--- config.mk ---
export PLATFORM = sky130hd
export DESIGN_NAME = compacting_array_list
export DESIGN_NICKNAME = d
export VERILOG_FILES = /design/src/rtl/cal_pkg.sv /design/src/rtl/cal_cell.sv /design/src/rtl/compacting_array_list.sv
export SDC_FILE = /design/constraint.sdc
export NUM_CORES = 2
export LEC_CHECK = 0
export BUFFER_PORTS_ARGS = -buffer_cell sky130_fd_sc_hd__buf_2
export CAP_MARGIN = 25
export CORE_MARGIN = 8
export CORE_UTILIZATION = 63
export DETAILED_ROUTE_END_ITERATION = 16
export HOLD_SLACK_MARGIN = 0.05
export MAX_ROUTING_LAYER = met4
export PLACE_DENSITY = 0.81
export RECOVER_POWER = 50
export SETUP_SLACK_MARGIN = 0.05
export SLEW_MARGIN = 5
export SYNTH_ARGS = -nofsm -noshare
export SYNTH_HDL_FRONTEND = slang
export SYNTH_HIERARCHICAL = 1
export SYNTH_SLANG_ARGS = --single-unit
--- constraint.sdc ---
create_clock -name i_clk -period 7.4 [get_ports i_clk]
set_clock_uncertainty 0.05 [all_clocks]
set_input_delay 0.74 -clock i_clk [delete_from_list [all_inputs] [get_ports i_clk]]
set_output_delay 0.74 -clock i_clk [all_outputs]
set_load 0.02 [all_outputs]
--- src/rtl/cal_pkg.sv ---
// ----------------------------------------------------------------------------
// cal_pkg
// Types, codes and defaults shared by the compacting array list and its cells.
// ----------------------------------------------------------------------------
package cal_pkg;

    localparam int DEPTH_DEF = 8;

    localparam int KEY_W  = 32;
    localparam int NAME_W = 64;

    localparam logic [1:0] CMD_INSERT = 2'd0;
    localparam logic [1:0] CMD_REMOVE = 2'd1;
    localparam logic [1:0] CMD_SEARCH = 2'd2;

    localparam logic [1:0] ST_OK       = 2'd0;
    localparam logic [1:0] ST_FULL     = 2'd1;
    localparam logic [1:0] ST_RANGE    = 2'd2;
    localparam logic [1:0] ST_NOTFOUND = 2'd3;

    typedef struct packed {
        logic [1:0]               cmd;
        logic signed [KEY_W-1:0]  item_key;
        logic [NAME_W-1:0]        item_name;
        logic [2:0]               position;
    } t_in;

    typedef struct packed {
        logic [1:0]               status;
        logic [2:0]               found_position;
        logic signed [KEY_W-1:0]  out_key;
        logic [NAME_W-1:0]        out_name;
        logic [3:0]               entry_total;
        logic                     is_empty;
        logic                     is_full;
    } t_out;

    typedef struct packed {
        logic load;
        logic shift;
    } t_cell_ctl;

endpackage

--- src/rtl/cal_cell.sv ---
// ----------------------------------------------------------------------------
// cal_cell
// One list slot: holds a key and name, loads a new entry, takes its right
// neighbor's entry on a shift, and compares its name against the search tag.
// ----------------------------------------------------------------------------
module cal_cell (
    input  logic                              i_clk,
    input  cal_pkg::t_cell_ctl                i_ctl,
    input  logic signed [cal_pkg::KEY_W-1:0]  i_key,
    input  logic [cal_pkg::NAME_W-1:0]        i_name,
    input  logic signed [cal_pkg::KEY_W-1:0]  i_nb_key,
    input  logic [cal_pkg::NAME_W-1:0]        i_nb_name,
    output logic signed [cal_pkg::KEY_W-1:0]  o_key,
    output logic [cal_pkg::NAME_W-1:0]        o_name,
    output logic                              o_match
);

    logic signed [cal_pkg::KEY_W-1:0] r_key;
    logic [cal_pkg::NAME_W-1:0]       r_name;

    always_ff @(posedge i_clk) begin
        if (i_ctl.load) begin
            r_key  <= i_key;
            r_name <= i_name;
        end else if (i_ctl.shift) begin
            r_key  <= i_nb_key;
            r_name <= i_nb_name;
        end
    end

    assign o_key   = r_key;
    assign o_name  = r_name;
    assign o_match = (r_name == i_name);

endmodule

--- src/rtl/compacting_array_list.sv ---
// ----------------------------------------------------------------------------
// compacting_array_list
// Ordered list of up to DEPTH key/name entries with append, remove-at-position
// with compaction, and search by name.
//
// Input channel: i_in_valid / o_in_stall carry one command (t_in). Output
// channel: o_out_valid / i_out_stall carry one result (t_out) per command.
// Each command is executed at its transfer: the row of cells updates in that
// cycle (append loads one cell, removal shifts every later cell down by one)
// and the result is registered in the single output register, so a new command
// can be taken every cycle while o_in_stall is low. All cells compare their
// names in parallel for a search.
// While a result waits under i_out_stall, no new command is taken. Reset
// empties the list and drops any pending result; slot contents and the result
// register are kept, only the count and the valid flag are cleared.
// ----------------------------------------------------------------------------
module compacting_array_list #(
    parameter int DEPTH = cal_pkg::DEPTH_DEF
) (
    input  logic          i_clk,
    input  logic          i_rst_n,
    input  logic          i_in_valid,
    output logic          o_in_stall,
    input  cal_pkg::t_in  i_in_data,
    output logic          o_out_valid,
    input  logic          i_out_stall,
    output cal_pkg::t_out o_out_data
);

    localparam int CW   = $clog2(DEPTH + 1);
    localparam int CMPW = (CW > 3) ? CW : 3;

    logic [CW-1:0]  r_count, n_count;
    logic           r_out_valid;
    cal_pkg::t_out  r_out, n_out;
    logic           acc;
    logic           full, remove_ok;

    cal_pkg::t_cell_ctl                cell_ctl  [DEPTH];
    logic signed [cal_pkg::KEY_W-1:0]  cell_key  [DEPTH];
    logic [cal_pkg::NAME_W-1:0]        cell_name [DEPTH];
    logic signed [cal_pkg::KEY_W-1:0]  nb_key    [DEPTH];
    logic [cal_pkg::NAME_W-1:0]        nb_name   [DEPTH];
    logic [DEPTH-1:0]                  cell_match;

    assign o_in_stall = r_out_valid && i_out_stall;
    assign acc        = i_in_valid && !o_in_stall;
    assign full       = (r_count == CW'(DEPTH));
    assign remove_ok  = (r_count != '0) &&
                        (CMPW'(i_in_data.position) < CMPW'(r_count));

    genvar g;
    generate
        for (g = 0; g < DEPTH; g++) begin : g_cell
            if (g == DEPTH - 1) begin : g_last
                assign nb_key[g]  = '0;
                assign nb_name[g] = '0;
            end else begin : g_mid
                assign nb_key[g]  = cell_key[g+1];
                assign nb_name[g] = cell_name[g+1];
            end

            assign cell_ctl[g].load  = acc && (i_in_data.cmd == cal_pkg::CMD_INSERT) &&
                                       !full && (CMPW'(g) == CMPW'(r_count));
            assign cell_ctl[g].shift = acc && (i_in_data.cmd == cal_pkg::CMD_REMOVE) &&
                                       remove_ok &&
                                       (CMPW'(g) >= CMPW'(i_in_data.position));

            cal_cell u_cell (
                .i_clk     (i_clk),
                .i_ctl     (cell_ctl[g]),
                .i_key     (i_in_data.item_key),
                .i_name    (i_in_data.item_name),
                .i_nb_key  (nb_key[g]),
                .i_nb_name (nb_name[g]),
                .o_key     (cell_key[g]),
                .o_name    (cell_name[g]),
                .o_match   (cell_match[g])
            );
        end
    endgenerate

    always_comb begin
        n_count = r_count;
        n_out   = '0;
        case (i_in_data.cmd)
            cal_pkg::CMD_INSERT: begin
                if (full) begin
                    n_out.status = cal_pkg::ST_FULL;
                end else begin
                    n_count = r_count + CW'(1);
                end
            end
            cal_pkg::CMD_REMOVE: begin
                if (!remove_ok) begin
                    n_out.status = cal_pkg::ST_RANGE;
                end else begin
                    n_count = r_count - CW'(1);
                    for (int i = 0; i < DEPTH; i++) begin
                        if (CMPW'(i) == CMPW'(i_in_data.position)) begin
                            n_out.out_key  = cell_key[i];
                            n_out.out_name = cell_name[i];
                        end
                    end
                end
            end
            cal_pkg::CMD_SEARCH: begin
                n_out.status = cal_pkg::ST_NOTFOUND;
                // scan from the top so the lowest matching slot wins
                for (int i = DEPTH - 1; i >= 0; i--) begin
                    if (cell_match[i] && (CMPW'(i) < CMPW'(r_count))) begin
                        n_out.status         = cal_pkg::ST_OK;
                        n_out.found_position = 3'(i);
                    end
                end
            end
            default: begin
            end
        endcase
        n_out.entry_total = 4'(n_count);
        n_out.is_empty    = (n_count == '0);
        n_out.is_full     = (n_count == CW'(DEPTH));
    end

    always_ff @(posedge i_clk) begin
        if (!i_rst_n) begin
            r_count     <= '0;
            r_out_valid <= 1'b0;
        end else begin
            if (acc) begin
                r_count     <= n_count;
                r_out_valid <= 1'b1;
            end else if (!i_out_stall) begin
                r_out_valid <= 1'b0;
            end
        end
    end

    always_ff @(posedge i_clk) begin
        if (acc) begin
            r_out <= n_out;
        end
    end

    assign o_out_valid = r_out_valid;
    assign o_out_data  = r_out;

    a_count_bound: assert property (@(posedge i_clk) disable iff (!i_rst_n)
        r_count <= CW'(DEPTH))
        else $error("entry count above depth");

    a_insert_grows: assert property (@(posedge i_clk) disable iff (!i_rst_n)
        acc && (i_in_data.cmd == cal_pkg::CMD_INSERT) && !full
        |=> r_count == $past(r_count) + CW'(1))
        else $error("append did not grow the list");

    a_remove_shrinks: assert property (@(posedge i_clk) disable iff (!i_rst_n)
        acc && (i_in_data.cmd == cal_pkg::CMD_REMOVE) && remove_ok
        |=> r_count == $past(r_count) - CW'(1))
        else $error("removal did not shrink the list");

    a_idle_holds: assert property (@(posedge i_clk) disable iff (!i_rst_n)
        !acc |=> $stable(r_count))
        else $error("count changed without a transfer");

    a_flags: assert property (@(posedge i_clk) disable iff (!i_rst_n)
        o_out_valid |-> !(o_out_data.is_empty && o_out_data.is_full))
        else $error("result flags both empty and full");

endmodule

==> qor.csv <==
stage;metric;value;unit
status;status;finished, violations left;
status;failing checks;max-capacitance violations, max-slew violations;
sta;FMAX;172.5;MHz
global_route;grt total ovfl;0;
critical_path;critical path class;reg2reg;
synthesis;Mapped Cells;3445;
power;maximum vdd drop;157.2;uV
floorplan;core area;0.07696;sq mm
power;Clock power frac;40.8;%
critical_path;Reg2Reg Setup Slack;1600;ps
critical_path;CP Max Fanout;39;
clocking;Max H-tree Level;3;
clocking;Resize count post-CTS;0;
global_route;wire length of the first global-routing pass;197.3;mm
detailed_routing;total wire length;130.8;mm
clocking;clk buf depth;3;
detailed_routing;via/cell ratio;6.587;
floorplan;starting density of the core;63.28;%
cells_and_area;Final #Nets;3784;
detailed_routing;uppermost layer routed;met4;
critical_path;worst path required time;7660;ps
place;Post-DP HPWL;79.88;mm
critical_path;Critical Path AT;6060;ps
clocking;Root Buffer;clkbuf_16;
power;part of the power in registers;50.1;%
floorplan;die area;0.08645;sq mm
global_route;Global Route Usage Sum;30.44;%
power;Power Density;210.2;mW/mm^2
power;Net Sw Power;0.002720;W
synthesis;post-synth cell types;52;
detailed_routing;ANT nets after route;0;
floorplan;Die Width;294.0;um
clocking;CTS tree;yes;
critical_path;Crit. End Element;flop;
detailed_routing;DRT Pass-1 Iters;6;
detailed_routing;met3 routed wirelength;13.41;mm
detailed_routing;Routed WL per cell;27.24;um
detailed_routing;met2 WL post-DR;61.59;mm
clocking;cts bufs inserted;92;
global_route;initial antenna violation count;17;
place;Placed Cells incl. Taps;4615;
clocking;Num Clock Sinks;880;
power;Pleak;17.99;nW
synthesis;Synth Register Bits;880;
global_route;vias in the first global route;31880;
synthesis;Synth warnings;6;
detailed_routing;wl on met1;52.15;mm
sta;Final Hold Vio Count;0;
floorplan;I/O pins;214;
job;Max-Cap Viols;10;
cells_and_area;Finished Layout Cells;4801;
power;switching share of power;24.09;%
detailed_routing;Initial DRC Count;3372;
critical_path;CP startpoint kind;flop;
clocking;clk_lat worst skew;650;ps
synthesis;synthesized area per cell;14.14;sq um
cells_and_area;Area Growth Syn to Fin;10.31;%
sta;Max-slew headroom;-129.7;%
sta;crit share post-route;78.34;%
power;Internal Pwr Total;0.008571;W
global_route;largest net degree at the start of global routing;147;
sta;setup TNS;0;ps
detailed_routing;DR vias;31630;
synthesis;cell area after synthesis;0.04870;sq mm
synthesis;Post-synth top flop;edfxtp_1;
synthesis;asr flop ratio synth;0;%
clocking;Worst-path clk slew;60;ps
clocking;hold-fix buffers at CTS;0;
floorplan;# rows;102;
cells_and_area;layout cells sized above 1;31.53;%
sta;min cycle time layout;5797;ps
sta;Fin Hold WS;269.8;ps
detailed_routing;number of remaining DRC errors;0;
floorplan;die height;294.0;um
place;GP Congestion;0.9275;
power;combinational power share;9.2;%
sta;RSZ-0062 raised after global routing;no;
sta;Slew Limit Fails;418;
synthesis;sequential area share after synthesis;54.16;%
place;I/O Buffers;213;
worst_hold_path;worst hold path class;in2reg;
cells_and_area;final core utilization;69.81;%
sta;# setup viols final;0;
synthesis;EDFF count, synth;875;
sta;Least-Margin Pin Slew;3446;ps
clocking;setup bufs post-CTS;0;
## kinds of logic after synthesis
family	share of synthesized area [%]
buffers and inverters	2.212
muxes	22.91
and+or+nand+nor	4.892
adders and majority gates	0.1798
xor gates and xnor gates	9.244
AOI/OAI and AO/OA	6.390
DFF	54.16
other	0.007701
## stage by stage
step | area [sq um] | setup WS (ps) | total power, W
3_3_place_gp | 50880 | 2413 | 0.006747
3_5_place_dp | 50910 | 2347 | 0.006771
4_1_cts | 53830 | 2787 | 0.01131
6_report | 53720 | 1603 | 0.01129
5_1_grt | 53720 | 1361 | 0.01158
2_1_floorplan | 49050 | 1188 | 0.006377
## area by class of cell
class	instances	area [sq um]
Clock buffer	112	2399
Antenna cell	15	37.54
Fill cell	5273	23240
Clock inverter	56	518.0
Tap cell	1040	1301
Multi-Input combinational cell	2426	21640
Inverter	13	58.81
Sequential cell	880	26380
Timing Repair Buffer	259	1391
## final timing paths
kind	cells after the start	endpoint	from
worst max-delay path	10	g_cell[5].u_cell/o_key[26]	r_count[1]
worst min-delay path	2	o_out_valid	i_in_valid
worst max register to register	10	g_cell[5].u_cell/o_key[26]	r_count[1]
worst min register to register	1	g_cell[5].u_cell/o_key[19]	g_cell[6].u_cell/o_key[19]
## critical path: stages, from the launching register on
cell,delay [ps]
dfxtp_1,610
inv_1,250
ha_1,350
nor2b_1,220
a2111o_1,550
a21bo_4,250
or2_1,400
a21oi_1,180
or2_0,1860
buf_16,340
buf_4,370
## cells in the mapped netlist (all sizes together), types with 59 or more instances
library cell	instances	area (sq um)
clkbuf	94	352.8
nor2b	70	437.9
a221oi	59	516.8
nor3	63	315.3
nor4	137	913.4
a211oi	74	560.5
buf	127	675.6
mux4	62	1396
mux2	826	9301
a21oi	191	955.9
xor2	512	4484
edfxtp	875	26280
## cell usage in the layout, fill, tap and decap left out, drive strengths merged, types with 2 or more instances in the layout
cell type,Yosys,final
nand2b,5,5
buf,127,144
nor4,137,137
clkinvlp,0,2
inv,13,18
diode,0,15
nor2,40,40
o21a,3,3
nor2b,70,70
a21oi,191,191
xor2,512,512
ha,7,7
and2,7,7
or2,9,9
mux4,62,62
mux2i,46,46
o21ai,33,33
nand3,13,13
edfxtp,875,875
a31oi,5,5
a221oi,59,59
a211oi,74,74
conb,1,96
clkinv,0,40
dfxtp,5,5
a21o,30,30
a22o,58,58
nor4bb,2,2
bufinv,0,9
xnor2,2,2
mux2,826,826
nor3,63,63
nand4,35,35
nand2,27,27
clkbuf,94,227
## power by group through the flow
stage                     Combinational, W  Sequential [W]  Clock [W]
after floorplan                   0.000590         0.00579          0
after global placement            0.000998         0.00575          0
after detailed placement           0.00102         0.00575          0
after CTS                          0.00103         0.00565    0.00463
after global routing               0.00110         0.00566    0.00482
final                              0.00103         0.00565    0.00461
## flip-flops by register name, summed over array words and instances, names as in the netlist
signal and flops:
g_cell.u_cell/o_key 256, g_cell.u_cell/o_name 512, o_out_data 107, o_out_valid 1, r_count 4
## metal layers
layer / vias to the layer above / global-route usage, %
li1: 13770 / -
met1: 15880 / 40.73
met2: 1737 / 47.02
met3: 242 / 6.259
met4: 0 / 9.298
met5: - / -
Note: power is estimated with default switching activity, not from simulation.
